$ cat config.mk
export PLATFORM = sky130hd
export DESIGN_NAME = string_hash_stream_core
export DESIGN_NICKNAME = d
export VERILOG_FILES = /design/src/rtl/shs_pkg.sv /design/src/rtl/shs_front.sv /design/src/rtl/shs_op_queue.sv /design/src/rtl/shs_back.sv /design/src/rtl/string_hash_stream_core.sv
export SDC_FILE = /design/constraint.sdc
export NUM_CORES = 1
export LEC_CHECK = 0
export BUFFER_PORTS_ARGS = -buffer_cell sky130_fd_sc_hd__buf_2
export CORE_ASPECT_RATIO = 1.5
export CORE_MARGIN = 8
export CORE_UTILIZATION = 45
export DETAILED_ROUTE_END_ITERATION = 8
export SLEW_MARGIN = 25
export SYNTH_ARGS = -nofsm -noshare
export SYNTH_HDL_FRONTEND = slang
export SYNTH_SLANG_ARGS = --single-unit
$ cat constraint.sdc
create_clock -name clk -period 14.77 [get_ports clk]
set_input_delay 2.2155 -clock clk [delete_from_list [all_inputs] [get_ports clk]]
set_output_delay 2.2155 -clock clk [all_outputs]
set_load 0.05 [all_outputs]
$ cat src/rtl/shs_pkg.sv
package shs_pkg;

    localparam int HASH_WIDTH = 32;
    localparam int OP_DEPTH   = 4;
    localparam int OP_PTR_W   = $clog2(OP_DEPTH);
    localparam int OP_CNT_W   = $clog2(OP_DEPTH + 1);
    localparam int OUT_DEPTH  = 2;
    localparam int OUT_PTR_W  = $clog2(OUT_DEPTH);
    localparam int OUT_CNT_W  = $clog2(OUT_DEPTH + 1);

    typedef logic [HASH_WIDTH-1:0] hash_t;

    typedef struct packed {
        logic        seed_valid;
        logic [31:0] seed;
        logic        mix_valid;
        logic [15:0] mix_lo;
        logic [15:0] mix_hi;
        logic        fin_valid;
        logic [23:0] tail;
        logic [1:0]  tail_count;
    } op_t;

endpackage

$ cat src/rtl/shs_front.sv
module shs_front (
    input  logic            clk,
    input  logic            rst_n,
    input  logic            accept,
    input  logic [7:0]      data_byte,
    input  logic            first_byte,
    input  logic            last_byte,
    input  logic [31:0]     message_length,
    output logic            op_push,
    output shs_pkg::op_t    op
);

    logic [1:0]  pend_cnt_reg;
    logic [1:0]  pend_cnt_next;
    logic [23:0] pend_bytes_reg;
    logic [23:0] pend_bytes_next;
    logic [1:0]  cnt;
    logic [23:0] bytes;
    logic [1:0]  new_cnt;
    logic [23:0] new_bytes;
    logic        is_empty;

    always_comb
    begin
        cnt       = first_byte ? 2'd0 : pend_cnt_reg;
        bytes     = first_byte ? 24'd0 : pend_bytes_reg;
        is_empty  = first_byte && last_byte && (message_length == 32'd0);
        op        = '0;
        op.seed_valid = first_byte;
        op.seed       = is_empty ? 32'd0 : message_length;
        op.mix_valid  = !is_empty && (cnt == 2'd3);
        op.mix_lo     = bytes[15:0];
        op.mix_hi     = {data_byte, bytes[23:16]};
        if (is_empty || cnt == 2'd3)
        begin
            new_bytes = 24'd0;
            new_cnt   = 2'd0;
        end
        else
        begin
            new_bytes = bytes | (24'(data_byte) << {cnt, 3'b000});
            new_cnt   = cnt + 2'd1;
        end
        op.fin_valid  = last_byte;
        op.tail       = new_bytes;
        op.tail_count = new_cnt;
        op_push = accept && (first_byte || op.mix_valid || last_byte);
        if (!accept)
        begin
            pend_cnt_next   = pend_cnt_reg;
            pend_bytes_next = pend_bytes_reg;
        end
        else if (last_byte)
        begin
            pend_cnt_next   = 2'd0;
            pend_bytes_next = 24'd0;
        end
        else
        begin
            pend_cnt_next   = new_cnt;
            pend_bytes_next = new_bytes;
        end
    end

    always_ff @(posedge clk or negedge rst_n)
    begin
        if (!rst_n)
        begin
            pend_cnt_reg   <= 2'd0;
            pend_bytes_reg <= 24'd0;
        end
        else
        begin
            pend_cnt_reg   <= pend_cnt_next;
            pend_bytes_reg <= pend_bytes_next;
        end
    end

    a_last_clears: assert property (@(posedge clk) disable iff (!rst_n)
        accept && last_byte |=> pend_cnt_reg == 2'd0 && pend_bytes_reg == 24'd0)
        else $error("pending bytes survive a last beat");

endmodule

$ cat src/rtl/shs_op_queue.sv
module shs_op_queue (
    input  logic            clk,
    input  logic            rst_n,
    input  logic            push,
    input  shs_pkg::op_t    push_op,
    output logic            full,
    input  logic            pop,
    output logic            empty,
    output shs_pkg::op_t    head_op
);

    shs_pkg::op_t                      mem_reg [shs_pkg::OP_DEPTH];
    logic [shs_pkg::OP_PTR_W-1:0]      wr_ptr_reg;
    logic [shs_pkg::OP_PTR_W-1:0]      rd_ptr_reg;
    logic [shs_pkg::OP_CNT_W-1:0]      cnt_reg;
    logic [shs_pkg::OP_CNT_W-1:0]      cnt_next;
    logic                              do_push;
    logic                              do_pop;

    assign full    = (cnt_reg == shs_pkg::OP_CNT_W'(shs_pkg::OP_DEPTH));
    assign empty   = (cnt_reg == '0);
    assign head_op = mem_reg[rd_ptr_reg];
    assign do_push = push && !full;
    assign do_pop  = pop && !empty;

    always_comb
    begin
        cnt_next = cnt_reg;
        if (do_push && !do_pop)
        begin
            cnt_next = cnt_reg + 1'b1;
        end
        else if (do_pop && !do_push)
        begin
            cnt_next = cnt_reg - 1'b1;
        end
    end

    always_ff @(posedge clk)
    begin
        if (do_push)
        begin
            mem_reg[wr_ptr_reg] <= push_op;
        end
    end

    always_ff @(posedge clk or negedge rst_n)
    begin
        if (!rst_n)
        begin
            wr_ptr_reg <= '0;
            rd_ptr_reg <= '0;
            cnt_reg    <= '0;
        end
        else
        begin
            if (do_push)
            begin
                wr_ptr_reg <= wr_ptr_reg + 1'b1;
            end
            if (do_pop)
            begin
                rd_ptr_reg <= rd_ptr_reg + 1'b1;
            end
            cnt_reg <= cnt_next;
        end
    end

    a_no_overflow: assert property (@(posedge clk) disable iff (!rst_n)
        !(push && full))
        else $error("op pushed into a full queue");

    a_cnt_bound: assert property (@(posedge clk) disable iff (!rst_n)
        cnt_reg <= shs_pkg::OP_CNT_W'(shs_pkg::OP_DEPTH))
        else $error("op queue count out of range");

endmodule

$ cat src/rtl/shs_back.sv
module shs_back (
    input  logic            clk,
    input  logic            rst_n,
    input  logic            op_empty,
    input  shs_pkg::op_t    op,
    output logic            op_pop,
    output logic            empty,
    input  logic            pop,
    output logic [31:0]     hash_value
);

    function automatic shs_pkg::hash_t mix_group(shs_pkg::hash_t h_in,
                                                 logic [15:0] lo, logic [15:0] hi);
        shs_pkg::hash_t h;
        shs_pkg::hash_t t;
        h = h_in + shs_pkg::hash_t'(lo);
        t = (shs_pkg::hash_t'(hi) << 11) ^ h;
        h = (h << 16) ^ t;
        h = h + (h >> 11);
        return h;
    endfunction

    function automatic shs_pkg::hash_t tail_rule(shs_pkg::hash_t h_in,
                                                 logic [23:0] held, logic [1:0] count);
        shs_pkg::hash_t h;
        case (count)
            2'd3:
            begin
                h = h_in + shs_pkg::hash_t'(held[15:0]);
                h = h ^ (h << 16);
                h = h ^ (shs_pkg::hash_t'(held[23:16]) << 18);
                h = h + (h >> 11);
            end
            2'd2:
            begin
                h = h_in + shs_pkg::hash_t'(held[15:0]);
                h = h ^ (h << 11);
                h = h + (h >> 17);
            end
            2'd1:
            begin
                h = h_in + shs_pkg::hash_t'(held[7:0]);
                h = h ^ (h << 10);
                h = h + (h >> 1);
            end
            default:
            begin
                h = h_in;
            end
        endcase
        return h;
    endfunction

    function automatic shs_pkg::hash_t aval_a(shs_pkg::hash_t h_in);
        shs_pkg::hash_t h;
        h = h_in ^ (h_in << 3);
        h = h + (h >> 5);
        h = h ^ (h << 4);
        h = h + (h >> 17);
        return h;
    endfunction

    function automatic shs_pkg::hash_t aval_b(shs_pkg::hash_t h_in);
        shs_pkg::hash_t h;
        h = h_in ^ (h_in << 25);
        h = h + (h >> 6);
        return h;
    endfunction

    shs_pkg::hash_t                 acc_reg;
    shs_pkg::hash_t                 acc_next;
    shs_pkg::hash_t                 acc_mixed;
    logic                           adv;
    logic                           s1_valid_reg;
    shs_pkg::hash_t                 s1_h_reg;
    logic [23:0]                    s1_tail_reg;
    logic [1:0]                     s1_cnt_reg;
    logic                           s2_valid_reg;
    shs_pkg::hash_t                 s2_h_reg;
    logic                           s3_valid_reg;
    shs_pkg::hash_t                 s3_h_reg;
    shs_pkg::hash_t                 result;
    logic [31:0]                    out_mem_reg [shs_pkg::OUT_DEPTH];
    logic [shs_pkg::OUT_PTR_W-1:0]  out_wr_reg;
    logic [shs_pkg::OUT_PTR_W-1:0]  out_rd_reg;
    logic [shs_pkg::OUT_CNT_W-1:0]  out_cnt_reg;
    logic [shs_pkg::OUT_CNT_W-1:0]  out_cnt_next;
    logic                           out_push;
    logic                           out_pop;

    assign adv    = (out_cnt_reg != shs_pkg::OUT_CNT_W'(shs_pkg::OUT_DEPTH));
    assign op_pop = adv && !op_empty;
    assign result = aval_b(s3_h_reg);
    assign out_push = adv && s3_valid_reg;
    assign out_pop  = pop && !empty;
    assign empty      = (out_cnt_reg == '0);
    assign hash_value = out_mem_reg[out_rd_reg];

    always_comb
    begin
        acc_mixed = op.seed_valid ? shs_pkg::hash_t'(op.seed) : acc_reg;
        if (op.mix_valid)
        begin
            acc_mixed = mix_group(acc_mixed, op.mix_lo, op.mix_hi);
        end
        acc_next = acc_reg;
        if (op_pop)
        begin
            acc_next = op.fin_valid ? '0 : acc_mixed;
        end
        out_cnt_next = out_cnt_reg;
        if (out_push && !out_pop)
        begin
            out_cnt_next = out_cnt_reg + 1'b1;
        end
        else if (out_pop && !out_push)
        begin
            out_cnt_next = out_cnt_reg - 1'b1;
        end
    end

    always_ff @(posedge clk)
    begin
        if (adv)
        begin
            s1_h_reg    <= acc_mixed;
            s1_tail_reg <= op.tail;
            s1_cnt_reg  <= op.tail_count;
            s2_h_reg    <= aval_a(tail_rule(s1_h_reg, s1_tail_reg, s1_cnt_reg));
            s3_h_reg    <= s2_h_reg;
        end
        if (out_push)
        begin
            out_mem_reg[out_wr_reg] <= result[31:0];
        end
    end

    always_ff @(posedge clk or negedge rst_n)
    begin
        if (!rst_n)
        begin
            acc_reg      <= '0;
            s1_valid_reg <= 1'b0;
            s2_valid_reg <= 1'b0;
            s3_valid_reg <= 1'b0;
            out_wr_reg   <= '0;
            out_rd_reg   <= '0;
            out_cnt_reg  <= '0;
        end
        else
        begin
            acc_reg <= acc_next;
            if (adv)
            begin
                s1_valid_reg <= op_pop && op.fin_valid;
                s2_valid_reg <= s1_valid_reg;
                s3_valid_reg <= s2_valid_reg;
            end
            if (out_push)
            begin
                out_wr_reg <= out_wr_reg + 1'b1;
            end
            if (out_pop)
            begin
                out_rd_reg <= out_rd_reg + 1'b1;
            end
            out_cnt_reg <= out_cnt_next;
        end
    end

    a_fin_clears_acc: assert property (@(posedge clk) disable iff (!rst_n)
        op_pop && op.fin_valid |=> acc_reg == '0)
        else $error("accumulator not cleared after final beat");

    a_out_bound: assert property (@(posedge clk) disable iff (!rst_n)
        out_cnt_reg <= shs_pkg::OUT_CNT_W'(shs_pkg::OUT_DEPTH))
        else $error("result buffer count out of range");

endmodule

$ cat src/rtl/string_hash_stream_core.sv
// A beat carrying last_byte is accepted into the op queue; its hash shows with empty low
// once it has passed the accumulator step, tail rule, avalanche and result buffer.
// Throughput: one byte per cycle while full is low, set by the back-end accumulator update.
// full rises when the 4-entry op queue fills; the back end stalls only on a full 2-entry
// result buffer. Reset (rst_n, asynchronous, active low) clears the accumulator,
// pending bytes, queues and pipeline valids; no clearing pass is needed.
module string_hash_stream_core (
    input  logic        clk,
    input  logic        rst_n,
    input  logic        push,
    output logic        full,
    input  logic [7:0]  data_byte,
    input  logic        first_byte,
    input  logic        last_byte,
    input  logic [31:0] message_length,
    output logic        empty,
    input  logic        pop,
    output logic [31:0] hash_value
);

    logic          accept;
    logic          op_push;
    shs_pkg::op_t  front_op;
    logic          op_empty;
    logic          op_pop;
    shs_pkg::op_t  head_op;

    assign accept = push && !full;

    shs_front u_front (
        .clk            (clk),
        .rst_n          (rst_n),
        .accept         (accept),
        .data_byte      (data_byte),
        .first_byte     (first_byte),
        .last_byte      (last_byte),
        .message_length (message_length),
        .op_push        (op_push),
        .op             (front_op)
    );

    shs_op_queue u_op_queue (
        .clk     (clk),
        .rst_n   (rst_n),
        .push    (op_push),
        .push_op (front_op),
        .full    (full),
        .pop     (op_pop),
        .empty   (op_empty),
        .head_op (head_op)
    );

    shs_back u_back (
        .clk        (clk),
        .rst_n      (rst_n),
        .op_empty   (op_empty),
        .op         (head_op),
        .op_pop     (op_pop),
        .empty      (empty),
        .pop        (pop),
        .hash_value (hash_value)
    );

endmodule

==> results of run 1 <==
cells in the mapped netlist (all sizes together), types with 41 or more instances:
library cell and count:
edfxtp 558, xnor2 270, ha 194, nor2 186
a21oi 163, xor2 147, nand2 119, inv 117
mux4 117, o21ai 110, clkbuf 91, dfrtp 72
nand3 62, a21o 58, a22o 57, mux2 54
nor2b 51, nor3 50, o21a 41
layout make-up:
type | count | area, µm²
fill | 6991 | 40900
sequential | 630 | 18600
multi-input combinational | 2049 | 17400
clock buffer | 77 | 1580
tap | 1040 | 1300
timing repair buffer | 110 | 643
inverter | 117 | 442
clock inverter | 33 | 375
kinds of logic (layout without fill, tap and decap cells):
group                      count (synthesis)  count (layout)  share of synthesized area (%)
DFF                                      630             630                           50.4
xor gates and xnor gates                 421             421                           10.6
buffers and inverters                    240             337                           2.57
AOI/OAI and AO/OA                        598             598                           11.1
muxes                                    203             203                           9.67
and+or+nand+nor                          623             623                           8.48
adders and majority gates                204             204                           7.13
stage by stage:
step	instance area, µm²	cells
after floorplan	36800	2919
after global placement	38300	3946
after detailed placement	38300	3946
after CTS	40300	4056
after global routing	40300	4056
final	40300	4056
critical path, delay by kind of cell (launching register included):
kind / cells / cell delay, ns
compound gates: 28 / 6.43
xor+xnor: 6 / 1.80
fa+ha+maj: 4 / 1.57
buf+inv: 1 / 0.26
flops: 1 / 0.51
mux: 1 / 0.53
simple gates: 6 / 1.03
worst min path at each step:
stage,from,to,slack [ns]
final,u_back.s2_h_reg[5]$_DFFE_PN_,u_back.s3_h_reg[5]$_DFFE_PN_,0.42
after global routing,u_back.s2_h_reg[18]$_DFFE_PN_,u_back.s3_h_reg[18]$_DFFE_PN_,0.43
after CTS,u_back.s2_h_reg[0]$_DFFE_PN_,u_back.s3_h_reg[0]$_DFFE_PN_,0.42
after detailed placement,u_back.s2_h_reg[27]$_DFFE_PN_,u_back.s3_h_reg[27]$_DFFE_PN_,0.40
after global placement,u_back.s2_h_reg[1]$_DFFE_PN_,u_back.s3_h_reg[1]$_DFFE_PN_,0.40
after floorplan,u_back.s2_h_reg[0]$_DFFE_PN_,u_back.s3_h_reg[0]$_DFFE_PN_,0.40
metal layers:
layer | track usage, % | share of wire, % | up-vias
met1 | 23.6 | 36 | 12100
met5 | 0 | 0 | -
li1 | - | - | 11100
met2 | 44.5 | 55 | 588
met4 | 11.7 | 5.7 | 0
met3 | 2.44 | 3.0 | 228
==> metrics.md, run 1 <==
| Metric | Value |
|---|---|
| Final hold violation count | 0 |
| Most common cell on crit path | a21oi_1 |
| Total core area | 0.0812 mm² |
| Yosys top cell by area | edfxtp_1 |
| R2R Setup Slk | 2.36 ns |
| Via density | 5.91 |
| Post-DP HPWL | 82100 µm |
| CP startpoint | u_back.s1_h_reg[14]$_DFFE_PN_ |
| Critical Path Start Type | flip-flop |
| # nets final | 3217 |
| Ys flop type | edfxtp_1 |
| Register area share after synthesis | 50.4% |
| Global-route wire length before repair | 158000 µm |
| Worst Setup EP | u_back.s2_h_reg[16]$_DFFE_PN_ |
| Clock Path Buffers | 3 |
| Ports | 80 |
| # rows | 128 |
| Worst Setup Path Type | flip-flop to flip-flop |
| Layout cells sized above 1 | 15.3% |
| Crit path largest cell delay | 0.80 ns |
| Most common cell after layout, fill and taps aside | edfxtp_1 |
| Iter 0 DRT Violations | 1606 |
| Vias after detailed routing | 24000 |
| Status | finished clean |
| Final worst slack | 2.36 ns |
| Starting Density | 45.4% |
| Count of different cell masters after synthesis | 110 |
| Type of element capturing the critical path | flip-flop |
| Worst-Margin Slew | 1.09 ns |
| Unrepaired setup endpoints after global routing | no |
| WHS Path Cells | 0 |
| Antenna violations before repair | 0 |
| Largest net degree at the start of global routing | 77 |
| Max FFs per register | 372 |
| Layout Skew | 0.0303 ns |
| Final core utilization | 49.6% |
| #FFs+latches synth | 630 |
| Die area | 0.0915 mm² |
| CP max FO | 9 |
| Fin Setup TNS | 0 ns |
| Async SR Flop Fraction | 11.4% |
| Rel. slew slack | 26.6% |
| Ranking of synthesized cells by area | edfxtp_1 45%, mux4_2 7.2%, ha_1 6.6%, xnor2_1 6.2%, dfrtp_1 4.9% |
| R2r startpoint | u_back.s1_h_reg[14]$_DFFE_PN_ |
| Clock Sinks | 630 |
| Mapped Area | 0.0368 mm² |
| Inserted Clock Buffers | 59 |
| Htree depth | 2 |
| Vias in the first global route | 24800 |
| Max stage delay cell, worst path | a2111oi_0 |
| Clk Latency, worst-skew pair | 0.65 ns |
| Max-cap viol count | 0 |
| Fmax | 80.6 MHz |
| Hold Crit Class | flip-flop to flip-flop |
| R2R Path End | u_back.s2_h_reg[16]$_DFFE_PN_ |
| Final setup violation count | 0 |
| Post-Syn Nets | 3169 |
| Most frequent cells in the layout | 558 x edfxtp_1, 259 x xnor2_1, 194 x ha_1 |
| Pre-CTS setup slack | 2.57 ns |
| CTS tree | yes |
| Drt wl/cell | 26.3 µm |
| Gr ovfl total | 0 |
| Clk pin slew, worst setup/hold paths | 0.06 ns |
| Cts hold-fix bufs | 0 |
| Root buffer cell | clkbuf_16 |
| Final GP Congestion | 0.961 |
| Antenna cells | 0 |
| Gr usage total | 22.8% |
| Max-slew violation count | 0 |
| Synth warnings | 0 |
| Yosys top cell area share | 45.5% |
| Final min period | 12.41 ns |
| Hold WS | 0.420 ns |
| I/O Buffers | 79 |
| Worst EP arrival | 12.79 ns |
| Post-CTS Resized | 0 |
| Mapped Cells | 2919 |
| Remaining DRCs | 0 |
| Final Cycle Share | 84.0% |
| Height of the die | 366 µm |
| WL final | 107000 µm |
| Routed Antenna Nets | 0 |
| Drt first pass iters | 5 |
| Post-synth EDFFs | 558 |
| Layout area overhead | 9.34% |
| Post-CTS setup buffers | 0 |
| Register-to-Register Path Depth | 46 |
| CP required | 15.15 ns |
| Avg Cell Area, Syn | 12.6 µm² |
| Die Wd | 250 µm |
Power of run 1 is not shown: default switching activity piles up to over one toggle a cycle in this logic, so the estimate is an artifact.
==> run 2, diff against run 1 <==
==> constraint.sdc (replaced) <==
create_clock -name clk -period 13 [get_ports clk]
set_input_delay 1.95 -clock clk [delete_from_list [all_inputs] [get_ports clk]]
set_output_delay 1.95 -clock clk [all_outputs]
set_load 0.05 [all_outputs]
==> run 2 against run 1 <==
Compared with the run above: maximum frequency is 3.1% higher; routed wire length decreased by 0.24%; non-clock buffer count rose by 1; global-route usage is essentially flat; final area up 0.30%; critical endpoint is now u_back.s2_h_reg[28]$_DFFE_PN_; first-iteration DRC count grew 2.1%; via count fell by 0.75%; die area unchanged; cell count about the same; sequential cell count unchanged; sequential share of layout area fell by 0.14 points.
==> metrics.md, run 2 (synthesized netlist as in run 1, its figures left out) <==
| Metric | Value |
|---|---|
| Status | finished clean |
| Vias in the first global route | 24800 |
| CP max FO | 9 |
| Final core utilization | 49.7% |
| Sum of buffers and inverters on the critical path | 1 |
| Worst Setup Path Type | flip-flop to flip-flop |
| Vias after detailed routing | 23800 |
| R2R Path End | u_back.s2_h_reg[28]$_DFFE_PN_ |
| Clock Path Buffers | 3 |
| Pre-CTS setup slack | 1.16 ns |
| # rows | 128 |
| Clock Sinks | 630 |
| Via density | 5.87 |
| Die area | 0.0915 mm² |
| Fill cell count | 7030 |
| Register-to-Register Path Depth | 46 |
| Worst-Margin Slew | 1.06 ns |
| Ports | 80 |
| Most frequent cells in the layout | 558 x edfxtp_1, 259 x xnor2_1, 194 x ha_1 |
| CP required | 13.37 ns |
| Worst EP arrival | 12.41 ns |
| Fin Setup TNS | 0 ns |
| Rel. slew slack | 29.1% |
| Hold endpoint | u_back.s3_h_reg[20]$_DFFE_PN_ |
| Global-route wire length before repair | 157000 µm |
| Final worst slack | 0.958 ns |
| WHS Path Cells | 0 |
| Drt first pass iters | 5 |
| Iter 0 DRT Violations | 1640 |
| Routed Antenna Nets | 0 |
| # nets final | 3216 |
| Height of the die | 366 µm |
| Crit path largest cell delay | 0.67 ns |
| Die Wd | 250 µm |
| Post-DP HPWL | 82200 µm |
| Layout area overhead | 9.66% |
| Clk Latency, worst-skew pair | 0.64 ns |
| Placed Cells | 3946 |
| Most common cell after layout, fill and taps aside | edfxtp_1 |
| Final setup violation count | 0 |
| CTS tree | yes |
| Gr ovfl total | 0 |
| Drt wl/cell | 26.2 µm |
| Starting Density | 45.4% |
| Layout Skew | 0.0327 ns |
| Antenna cells | 0 |
| Final Cycle Share | 92.6% |
| Largest net degree at the start of global routing | 72 |
| Max-slew violation count | 0 |
| Max FFs per register | 372 |
| Critical Path Start Type | flip-flop |
| Root buffer cell | clkbuf_16 |
| Final GP Congestion | 0.937 |
| Htree depth | 2 |
| Worst Hold Launch | u_back.s2_h_reg[20]$_DFFE_PN_ |
| Post-CTS Resized | 0 |
| Max-cap viol count | 0 |
| Most common cell on crit path | a21oi_1 |
| Gr usage total | 22.7% |
| Inserted Clock Buffers | 57 |
| Final hold violation count | 0 |
| WL final | 106000 µm |
| Cell Count, Final, Fillers Out | 4055 |
| Hold Crit Class | flip-flop to flip-flop |
| Layout cells sized above 1 | 15.6% |
| R2r startpoint | u_back.s1_h_reg[14]$_DFFE_PN_ |
| Total core area | 0.0812 mm² |
| Max stage delay cell, worst path | xnor2_1 |
| Clk pin slew, worst setup/hold paths | 0.06 ns |
| Cts hold-fix bufs | 0 |
| Final min period | 12.04 ns |
| Fmax | 83.0 MHz |
| Crit-path leading delay family | compound AO/OA/AOI/OAI gates |
| R2R Setup Slk | 0.96 ns |
| I/O Buffers | 79 |
| Type of element capturing the critical path | flip-flop |
| Antenna violations before repair | 0 |
| Remaining DRCs | 0 |
| Post-CTS setup buffers | 0 |
| Unrepaired setup endpoints after global routing | no |
[run 2: metrics by stage]
stage / instance area, µm² / hold slack, ns
2_1_floorplan: 36800 / 0.400
3_3_place_gp: 38300 / 0.400
3_5_place_dp: 38300 / 0.405
4_1_cts: 40400 / 0.418
5_1_grt: 40400 / 0.423
6_report: 40400 / 0.418
[run 2: cell type report]
class                           instances  area (µm²)  share of cell area, %
Multi-Input combinational cell       2049       17400                   43.0
Inverter                              117         442                   1.09
Tap cell                             1040        1300                   3.22
Sequential cell                       630       18600                   46.0
Clock buffer                           73        1570                   3.88
Timing Repair Buffer                  111         683                   1.69
Clock inverter                         35         463                   1.15
[run 2: worst max-delay path by stage]
stage / from / end / slack [ns] / cells past startpoint
floorplan: u_op_queue.rd_ptr_reg[0]$_DFFE_PN0P_ / u_back.acc_reg[28]$_DFFE_PN0P_ / 2.56 / 40
global placement: u_back.s1_h_reg[0]$_DFFE_PN_ / u_back.s2_h_reg[18]$_DFFE_PN_ / 1.31 / 49
detailed placement: u_back.s1_h_reg[14]$_DFFE_PN_ / u_back.s2_h_reg[18]$_DFFE_PN_ / 1.16 / 46
CTS: u_back.s1_h_reg[14]$_DFFE_PN_ / u_back.s2_h_reg[28]$_DFFE_PN_ / 1.08 / 46
global route: u_back.s1_h_reg[0]$_DFFE_PN_ / u_back.s2_h_reg[18]$_DFFE_PN_ / 0.06 / 49
finish: u_back.s1_h_reg[14]$_DFFE_PN_ / u_back.s2_h_reg[28]$_DFFE_PN_ / 0.96 / 46
[run 2: per-layer routing]
layer  part of all wire (%)  GRT usage (%)
met1                     36           23.7
met3                    2.9           2.28
met4                    6.0           12.4
met2                     55           44.0
met5                      0              0
Power of run 2 is left out for the same reason.
